[config.mk]
export PLATFORM = sky130hd
export DESIGN_NAME = ascii_to_key_event_sequence
export DESIGN_NICKNAME = d
export VERILOG_FILES = /design/src/rtl/a2k_pkg.sv /design/src/rtl/a2k_front.sv /design/src/rtl/a2k_queue.sv /design/src/rtl/a2k_back.sv /design/src/rtl/ascii_to_key_event_sequence.sv
export SDC_FILE = /design/constraint.sdc
export NUM_CORES = 1
export LEC_CHECK = 0
export ABC_CLOCK_PERIOD_IN_PS = 3300
export BUFFER_PORTS_ARGS = -buffer_cell sky130_fd_sc_hd__clkbuf_2
export CORE_UTILIZATION = 49
export DETAILED_ROUTE_END_ITERATION = 8
export HOLD_SLACK_MARGIN = 0.06
export PLACE_DENSITY_LB_ADDON = 0.1
export SYNTH_ARGS = -nofsm -noshare
export SYNTH_HDL_FRONTEND = slang
export SYNTH_SLANG_ARGS = --single-unit
[constraint.sdc]
create_clock -name clk -period 3.3 [get_ports clk]
set_input_delay 0.165 -clock clk [delete_from_list [all_inputs] [get_ports clk]]
set_output_delay 0.165 -clock clk [all_outputs]
set_load 0.02 [all_outputs]
[src/rtl/a2k_pkg.sv]
// shared types, key constants and the character lookup for the keystroke block
package a2k_pkg;

    localparam int CHAR_W      = 8;
    localparam int KEY_W       = 7;
    localparam int QUEUE_DEPTH = 2;

    localparam logic [KEY_W-1:0] KEY_LSHIFT = 7'h2a;
    localparam logic [KEY_W-1:0] KEY_SPACE  = 7'h39;
    localparam logic [KEY_W-1:0] KEY_ENTER  = 7'h1c;
    localparam logic [KEY_W-1:0] KEY_TAB    = 7'h0f;
    localparam logic [KEY_W-1:0] KEY_BKSP   = 7'h0e;

    localparam logic [KEY_W-1:0] ALPHA_KEYS [26] = '{
        7'h1e, 7'h30, 7'h2e, 7'h20, 7'h12, 7'h21, 7'h22, 7'h23, 7'h17, 7'h24,
        7'h25, 7'h26, 7'h32, 7'h31, 7'h18, 7'h19, 7'h10, 7'h13, 7'h1f, 7'h14,
        7'h16, 7'h2f, 7'h11, 7'h2d, 7'h15, 7'h2c
    };

    localparam logic [KEY_W-1:0] NUM_KEYS [10] = '{
        7'h0b, 7'h02, 7'h03, 7'h04, 7'h05, 7'h06, 7'h07, 7'h08, 7'h09, 7'h0a
    };

    typedef struct packed {
        logic [KEY_W-1:0] key;
        logic             shift;
    } a2k_cmd_t;

    typedef struct packed {
        logic     valid;
        a2k_cmd_t cmd;
    } a2k_class_t;

    function automatic a2k_class_t a2k_lookup(input logic [CHAR_W-1:0] c);
        a2k_class_t r;
        logic [CHAR_W-1:0] off_lower;
        logic [CHAR_W-1:0] off_upper;
        logic [CHAR_W-1:0] off_digit;
        off_lower = c - 8'h61;
        off_upper = c - 8'h41;
        off_digit = c - 8'h30;
        r.valid     = 1'b1;
        r.cmd.shift = 1'b0;
        r.cmd.key   = '0;
        if (c inside {[8'h61:8'h7a]}) begin
            r.cmd.key = ALPHA_KEYS[off_lower[4:0]];
        end else if (c inside {[8'h41:8'h5a]}) begin
            r.cmd.key   = ALPHA_KEYS[off_upper[4:0]];
            r.cmd.shift = 1'b1;
        end else if (c inside {[8'h30:8'h39]}) begin
            r.cmd.key = NUM_KEYS[off_digit[3:0]];
        end else begin
            case (c)
                8'h20:        r.cmd.key = KEY_SPACE;
                8'h0a, 8'h0d: r.cmd.key = KEY_ENTER;
                8'h09:        r.cmd.key = KEY_TAB;
                8'h08:        r.cmd.key = KEY_BKSP;
                8'h2d:        r.cmd.key = 7'h0c;
                8'h3d:        r.cmd.key = 7'h0d;
                8'h5b:        r.cmd.key = 7'h1a;
                8'h5d:        r.cmd.key = 7'h1b;
                8'h5c:        r.cmd.key = 7'h2b;
                8'h3b:        r.cmd.key = 7'h27;
                8'h27:        r.cmd.key = 7'h28;
                8'h60:        r.cmd.key = 7'h29;
                8'h2c:        r.cmd.key = 7'h33;
                8'h2e:        r.cmd.key = 7'h34;
                8'h2f:        r.cmd.key = 7'h35;
                8'h5f:        begin r.cmd.key = 7'h0c; r.cmd.shift = 1'b1; end
                8'h2b:        begin r.cmd.key = 7'h0d; r.cmd.shift = 1'b1; end
                8'h7b:        begin r.cmd.key = 7'h1a; r.cmd.shift = 1'b1; end
                8'h7d:        begin r.cmd.key = 7'h1b; r.cmd.shift = 1'b1; end
                8'h7c:        begin r.cmd.key = 7'h2b; r.cmd.shift = 1'b1; end
                8'h3a:        begin r.cmd.key = 7'h27; r.cmd.shift = 1'b1; end
                8'h22:        begin r.cmd.key = 7'h28; r.cmd.shift = 1'b1; end
                8'h7e:        begin r.cmd.key = 7'h29; r.cmd.shift = 1'b1; end
                8'h3c:        begin r.cmd.key = 7'h33; r.cmd.shift = 1'b1; end
                8'h3e:        begin r.cmd.key = 7'h34; r.cmd.shift = 1'b1; end
                8'h3f:        begin r.cmd.key = 7'h35; r.cmd.shift = 1'b1; end
                8'h29:        begin r.cmd.key = 7'h0b; r.cmd.shift = 1'b1; end
                8'h21:        begin r.cmd.key = 7'h02; r.cmd.shift = 1'b1; end
                8'h40:        begin r.cmd.key = 7'h03; r.cmd.shift = 1'b1; end
                8'h23:        begin r.cmd.key = 7'h04; r.cmd.shift = 1'b1; end
                8'h24:        begin r.cmd.key = 7'h05; r.cmd.shift = 1'b1; end
                8'h25:        begin r.cmd.key = 7'h06; r.cmd.shift = 1'b1; end
                8'h5e:        begin r.cmd.key = 7'h07; r.cmd.shift = 1'b1; end
                8'h26:        begin r.cmd.key = 7'h08; r.cmd.shift = 1'b1; end
                8'h2a:        begin r.cmd.key = 7'h09; r.cmd.shift = 1'b1; end
                8'h28:        begin r.cmd.key = 7'h0a; r.cmd.shift = 1'b1; end
                default:      r.valid = 1'b0;
            endcase
        end
        return r;
    endfunction

endpackage

[src/rtl/a2k_front.sv]
// front stage: accepts character beats, classifies them and hands keys to the queue
module a2k_front (
    input  logic                         clk,
    input  logic                         rst_n,
    input  logic                         push,
    output logic                         full,
    input  logic [a2k_pkg::CHAR_W-1:0]   char_code,
    output logic                         q_push,
    output a2k_pkg::a2k_cmd_t            q_cmd,
    input  logic                         q_full
);
    import a2k_pkg::*;

    logic       valid_reg;
    logic       valid_next;
    a2k_cmd_t   cmd_reg;
    a2k_cmd_t   cmd_next;
    a2k_class_t cls;
    logic       take;

    assign cls    = a2k_lookup(char_code);
    assign q_push = valid_reg && !q_full;
    assign q_cmd  = cmd_reg;
    assign full   = valid_reg && q_full;
    assign take   = push && !full;

    always_comb
    begin
        valid_next = valid_reg && !q_push;
        cmd_next   = cmd_reg;
        if (take)
        begin
            // unmapped characters are dropped here
            valid_next = cls.valid;
            cmd_next   = cls.cmd;
        end
    end

    always_ff @(posedge clk or negedge rst_n)
    begin
        if (!rst_n)
        begin
            valid_reg <= 1'b0;
        end
        else
        begin
            valid_reg <= valid_next;
        end
    end

    always_ff @(posedge clk)
    begin
        cmd_reg <= cmd_next;
    end

endmodule

[src/rtl/a2k_queue.sv]
// short command queue between the front and back stages
module a2k_queue #(
    parameter int DEPTH = a2k_pkg::QUEUE_DEPTH
) (
    input  logic              clk,
    input  logic              rst_n,
    input  logic              wr_en,
    input  a2k_pkg::a2k_cmd_t wr_cmd,
    output logic              q_full,
    input  logic              rd_en,
    output a2k_pkg::a2k_cmd_t rd_cmd,
    output logic              q_empty
);
    import a2k_pkg::*;

    localparam int AW = (DEPTH > 1) ? $clog2(DEPTH) : 1;
    localparam int CW = $clog2(DEPTH + 1);
    localparam logic [AW-1:0] LAST_PTR = AW'(DEPTH - 1);
    localparam logic [CW-1:0] FULL_CNT = CW'(DEPTH);

    a2k_cmd_t      mem [DEPTH];
    logic [AW-1:0] wr_ptr_reg;
    logic [AW-1:0] wr_ptr_next;
    logic [AW-1:0] rd_ptr_reg;
    logic [AW-1:0] rd_ptr_next;
    logic [CW-1:0] count_reg;
    logic [CW-1:0] count_next;
    logic          do_wr;
    logic          do_rd;

    assign q_full  = (count_reg == FULL_CNT);
    assign q_empty = (count_reg == '0);
    assign do_wr   = wr_en && !q_full;
    assign do_rd   = rd_en && !q_empty;
    assign rd_cmd  = mem[rd_ptr_reg];

    always_comb
    begin
        wr_ptr_next = wr_ptr_reg;
        rd_ptr_next = rd_ptr_reg;
        count_next  = count_reg;
        if (do_wr)
        begin
            wr_ptr_next = (wr_ptr_reg == LAST_PTR) ? '0 : wr_ptr_reg + 1'b1;
        end
        if (do_rd)
        begin
            rd_ptr_next = (rd_ptr_reg == LAST_PTR) ? '0 : rd_ptr_reg + 1'b1;
        end
        if (do_wr && !do_rd)
        begin
            count_next = count_reg + 1'b1;
        end
        else if (do_rd && !do_wr)
        begin
            count_next = count_reg - 1'b1;
        end
    end

    always_ff @(posedge clk or negedge rst_n)
    begin
        if (!rst_n)
        begin
            wr_ptr_reg <= '0;
            rd_ptr_reg <= '0;
            count_reg  <= '0;
        end
        else
        begin
            wr_ptr_reg <= wr_ptr_next;
            rd_ptr_reg <= rd_ptr_next;
            count_reg  <= count_next;
        end
    end

    always_ff @(posedge clk)
    begin
        if (do_wr)
        begin
            mem[wr_ptr_reg] <= wr_cmd;
        end
    end

endmodule

[src/rtl/a2k_back.sv]
// back stage: steps each key command through its press and release events
module a2k_back (
    input  logic                        clk,
    input  logic                        rst_n,
    input  logic                        q_empty,
    input  a2k_pkg::a2k_cmd_t           q_cmd,
    output logic                        q_pop,
    output logic                        empty,
    input  logic                        pop,
    output logic [a2k_pkg::KEY_W-1:0]   key_number,
    output logic                        pressed,
    output logic                        last
);
    import a2k_pkg::*;

    logic                 busy_reg;
    logic                 busy_next;
    logic [1:0]           step_reg;
    logic [1:0]           step_next;
    a2k_cmd_t             cmd_reg;
    a2k_cmd_t             cmd_next;
    logic                 out_valid_reg;
    logic                 out_valid_next;
    logic [KEY_W-1:0]     key_reg;
    logic [KEY_W-1:0]     key_next;
    logic                 pressed_reg;
    logic                 pressed_next;
    logic                 last_reg;
    logic                 last_next;
    logic                 slot_free;
    logic                 src_valid;
    a2k_cmd_t             src_cmd;
    logic [1:0]           src_step;
    logic [KEY_W-1:0]     ev_key;
    logic                 ev_pressed;
    logic                 ev_last;

    assign slot_free  = !out_valid_reg || pop;
    assign src_valid  = busy_reg || !q_empty;
    assign src_cmd    = busy_reg ? cmd_reg : q_cmd;
    assign src_step   = busy_reg ? step_reg : 2'd0;
    assign q_pop      = slot_free && !busy_reg && !q_empty;

    assign empty      = !out_valid_reg;
    assign key_number = key_reg;
    assign pressed    = pressed_reg;
    assign last       = last_reg;

    always_comb
    begin
        ev_key     = src_cmd.key;
        ev_pressed = 1'b0;
        ev_last    = 1'b0;
        if (src_cmd.shift)
        begin
            case (src_step)
                2'd0:    begin ev_key = KEY_LSHIFT; ev_pressed = 1'b1; end
                2'd1:    ev_pressed = 1'b1;
                2'd2:    ev_pressed = 1'b0;
                default: begin ev_key = KEY_LSHIFT; ev_last = 1'b1; end
            endcase
        end
        else
        begin
            ev_pressed = (src_step == 2'd0);
            ev_last    = (src_step != 2'd0);
        end
    end

    always_comb
    begin
        busy_next      = busy_reg;
        step_next      = step_reg;
        cmd_next       = cmd_reg;
        out_valid_next = out_valid_reg && !pop;
        key_next       = key_reg;
        pressed_next   = pressed_reg;
        last_next      = last_reg;
        if (slot_free && src_valid)
        begin
            out_valid_next = 1'b1;
            key_next       = ev_key;
            pressed_next   = ev_pressed;
            last_next      = ev_last;
            cmd_next       = src_cmd;
            step_next      = src_step + 2'd1;
            busy_next      = !ev_last;
        end
    end

    always_ff @(posedge clk or negedge rst_n)
    begin
        if (!rst_n)
        begin
            busy_reg      <= 1'b0;
            step_reg      <= 2'd0;
            out_valid_reg <= 1'b0;
        end
        else
        begin
            busy_reg      <= busy_next;
            step_reg      <= step_next;
            out_valid_reg <= out_valid_next;
        end
    end

    always_ff @(posedge clk)
    begin
        cmd_reg     <= cmd_next;
        key_reg     <= key_next;
        pressed_reg <= pressed_next;
        last_reg    <= last_next;
    end

endmodule

[src/rtl/ascii_to_key_event_sequence.sv]
// top level: character bytes in, US-layout scan code set 1 key events out
//
// Input channel: drive char_code and raise push; the beat is taken on a clock
// edge where push is high and full is low. Output channel: while empty is low,
// key_number, pressed and last show the oldest event; raise pop to take it.
// Each mapped character gives two events (key press, key release) or, for
// shifted characters, four (left shift press, key press, key release, left
// shift release). last marks the final event of a character. Unmapped bytes,
// including 0x80 and above, give no events and are dropped.
// Path: a character taken at the input passes the front stage register and the
// queue before its first event reaches the output register. Throughput: the
// output register gives one event per cycle while pop stays high; input beats
// are taken every cycle while the front stage and queue have room.
// When pop stays low the output register holds, the back stage stops, the
// queue fills and full rises. Reset (rst_n low) empties the queue, the front
// stage and the output register; no event is pending after it.
module ascii_to_key_event_sequence #(
    parameter int QUEUE_DEPTH = a2k_pkg::QUEUE_DEPTH
) (
    input  logic                        clk,
    input  logic                        rst_n,
    input  logic                        push,
    output logic                        full,
    input  logic [a2k_pkg::CHAR_W-1:0]  char_code,
    output logic                        empty,
    input  logic                        pop,
    output logic [a2k_pkg::KEY_W-1:0]   key_number,
    output logic                        pressed,
    output logic                        last
);
    import a2k_pkg::*;

    logic     q_push;
    a2k_cmd_t q_wr_cmd;
    logic     q_full;
    logic     q_pop;
    a2k_cmd_t q_rd_cmd;
    logic     q_empty;

    a2k_front u_front (
        .clk       (clk),
        .rst_n     (rst_n),
        .push      (push),
        .full      (full),
        .char_code (char_code),
        .q_push    (q_push),
        .q_cmd     (q_wr_cmd),
        .q_full    (q_full)
    );

    a2k_queue #(
        .DEPTH (QUEUE_DEPTH)
    ) u_queue (
        .clk     (clk),
        .rst_n   (rst_n),
        .wr_en   (q_push),
        .wr_cmd  (q_wr_cmd),
        .q_full  (q_full),
        .rd_en   (q_pop),
        .rd_cmd  (q_rd_cmd),
        .q_empty (q_empty)
    );

    a2k_back u_back (
        .clk        (clk),
        .rst_n      (rst_n),
        .q_empty    (q_empty),
        .q_cmd      (q_rd_cmd),
        .q_pop      (q_pop),
        .empty      (empty),
        .pop        (pop),
        .key_number (key_number),
        .pressed    (pressed),
        .last       (last)
    );

endmodule

==> flow_summary.toml <==
[setup_path]
cp_cell_sequence = "clkbuf_2 -> inv_1 -> ha_1 -> or4b_4 -> or3_1 -> a21o_1 -> o21ai_0 -> a31oi_1 -> a211oi_1"
crit_fanout = 14
endpoint_kind = "register"
r2r_setup_slack_ns = 1.25
rr_endpoint = "u_back.key_number[1]"
cp.arrival_ns = 2.65
crit_buf_inv = 2
cp-start-kind = "primary input"
crit_type = "in2reg"
rr_startpoint = "u_queue.rd_ptr_reg"
crit_family = "simple AND/OR/NAND/NOR gates"
max_stage_delay_ns = 0.55
reg2regPathDepth = 5
cpMaxStageDelayCell = "or4b_4"
required_ns = 3.40

[timing]
fin_skew_ns = 0.00519
max_freq_ghz = 0.391
tns_ns = 0
hold_viol = 0
worstMarginPinSlew_ns = 0.713
finalCritPeriodShare_pct = 77.4
report.final.slew_viol_count = 0
rsz0062_at_grt = "false"
min_period_ns = 2.56
setup_violations = 0
relSlewSlack_pct = 52.4

[min_path]
min_path_cells = 3
hold_path_end = "u_front.valid_reg"
hold_class = "in2reg"
hold_start = "push"

[layout]
syn_to_final_growth_pct = 9.29
diodes = 0
post-route-cell-area_mm2 = 0.00344
stdcell_count = 425
drive_gt1_share_pct = 12.6
nNetsFinal = 372
final_core_util_pct = 56.8
largest_reg_flops = 14
fillers = 528

[placed_design]
io_buffers = 22
dp_cells = 415
place.gp.congestion = 0.908
dp_hpwl_mm = 5.00
placed_cell_area_mm2 = 0.00329

[routing]
vias = 2642
avgViaCountPerCell = 6.22
drt_first_iter_violations = 211
drtPass1Iterations = 6
drt_wl_total_mm = 6.96
wl_per_cell_um = 16.4
antenna_left = 0
drcViolationCount = 0

[clock_tree]
ctsLongestPathBuffers = 2
clock_latency_ns = 0.29
htreeDepth = 2
cts.clk_slew.worst_paths_ns = 0.08
cts_tree = "built"
cts.sinks = 47
cts_buffers = 5
clockRootBuffer = "clkbuf_8"

[power]
power_leakage_nw = 1.32
combPwrFrac_pct = 32.7
swShare_pct = 33.1
ir_drop_mv = 0.531
p_sw_mw = 0.743
clockPowerShare_pct = 21.3
powerDensity_mw_per_mm2 = 651
power_mw = 2.24
internal-power_mw = 1.50
pwr-share-seq_pct = 46.0

[floorplanning]
die_w_um = 82.2
ios = 23
start_util_pct = 52.0
core_area_mm2 = 0.00606
rows = 28
die_h_um = 82.2
die_area_mm2 = 0.00676

[synth]
synth_top_area_share_pct = 36.2
synth_top_cell_by_area = "edfxtp_1"
syn_avg_cell_area_um2 = 9.35
synth_top_flop_cell = "edfxtp_1"
yosys-top-cells-area = "edfxtp_1, dfrtp_1, ha_1, nand2_1, o21ai_0"
netlist_area_mm2 = 0.00315
synthArstFlopShare_pct = 19.1
syn_nets = 360
synth_cell_types = 57
yosysMostFrequentCell = "edfxtp_1"
ys_warn_count = 0
synth_seq_cells = 47
synth_common_cells = "edfxtp_1, nand2_1, nor2_1"
ys_seq_area_share_pct = 43.4
synth-edff-count = 38
synth_cells = 337

[grt]
grt-ovfl-total = 0
grt_pass1_vias = 2432
grt_max_degree = 28
grt_pass1_wl_mm = 11.6
antenna_found_initial = 0
grt_use_total_pct = 22.6

[status]
status = "finished clean"

[flow_run]
drv_cap = 0
[power by group through the flow]
stage / combinational [mW] / clock (mW) / sequential [mW]
after floorplan: 0.516 / 0 / 1.05
after CTS: 0.737 / 0.494 / 1.04
after global placement: 0.709 / 0 / 1.04
after global routing: 0.823 / 0.519 / 1.06
after detailed placement: 0.721 / 0 / 1.04
final: 0.734 / 0.478 / 1.03
[layout by cell type (no fill, tap or decap), types with 3 or more instances in the layout]
cell / synthesis / routed
nand3_1: 7 / 7
xor2_1: 4 / 4
o22ai_1: 5 / 5
or2_2: 3 / 3
nor3b_1: 3 / 3
clkbuf_8: 0 / 5
xnor2_1: 9 / 9
ha_1: 11 / 11
o21ai_0: 21 / 21
a22oi_1: 7 / 7
a21oi_1: 15 / 15
o31ai_1: 3 / 3
edfxtp_1: 38 / 38
buf_4: 0 / 6
nor2b_1: 10 / 10
nor3_1: 11 / 11
dfrtp_1: 9 / 9
a31oi_1: 6 / 6
a21o_1: 5 / 5
o211ai_1: 7 / 7
and3_1: 3 / 3
nor2_1: 26 / 26
nand2_1: 34 / 34
nor4_1: 4 / 4
a211oi_1: 4 / 4
inv_1: 15 / 15
a311oi_1: 6 / 6
mux2i_1: 9 / 9
clkbuf_2: 0 / 22
[layer usage]
| layer | wire length (um) | share of wire (%) | up-vias | GRT usage, % |
|---|---|---|---|---|
| li1 | - | - | 1272 | - |
| met1 | 2740 | 39 | 1200 | 26.8 |
| met2 | 3530 | 51 | 142 | 40.0 |
| met3 | 433 | 6.2 | 28 | 2.53 |
| met4 | 263 | 3.8 | 0 | 12.1 |
| met5 | 0 | 0 | - | 0 |
[stage by stage]
step                      hold WS [ns]  setup slack [ns]
final                            0.131             0.744
after global routing             0.163             0.549
after CTS                        0.126             0.823
after detailed placement        0.0352             0.509
after global placement          0.0331             0.539
after floorplan                 -0.131             0.950
[cells by family after synthesis]
logic type | Yosys count | synth area share [%]
simple gates | 117 | 18.5
compound gates | 98 | 21.3
flops | 47 | 43.4
buf+inv | 40 | 5.24
xor+xnor | 13 | 3.61
mux | 11 | 3.57
fa+ha+maj | 11 | 4.37
[how the worst max path moves through the flow]
stage	from	to	slack (ns)	depth (start not counted)
after global placement	char_code[0]	u_front.q_cmd[0]	0.54	9
after global routing	char_code[0]	u_front.q_cmd[0]	0.55	9
final	char_code[0]	u_front.q_cmd[0]	0.74	9
after CTS	char_code[0]	u_front.q_cmd[1]	0.82	8
after detailed placement	char_code[0]	u_front.q_cmd[1]	0.51	8
after floorplan	char_code[0]	u_front.q_cmd[3]	0.95	8
[repair_timing]
| item | CTS | global route |
|---|---|---|
| hold buffers | 2 | 0 |
| resized for setup | 0 | 0 |
| buffers inserted | 0 | 0 |
| endpoints found under the hold margin | 10 | 0 |
[tightest hold or removal path, stage by stage]
cell      delay (ns)
clkbuf_2        0.09
nor2_1          0.09
a31oi_1         0.04
[final cells by class]
cell class              instances  area (um2)  share of cell area, %
clock buffers                   6        72.6                   2.11
clock inverters                 2        60.1                   1.74
inverters                      15        56.3                   1.63
multi-input cells             250        1620                   47.0
flip-flops and latches         47        1370                   39.7
well taps                      75        93.8                   2.72
repair buffers                 30         175                   5.09
(Power assumes the default switching activity.)
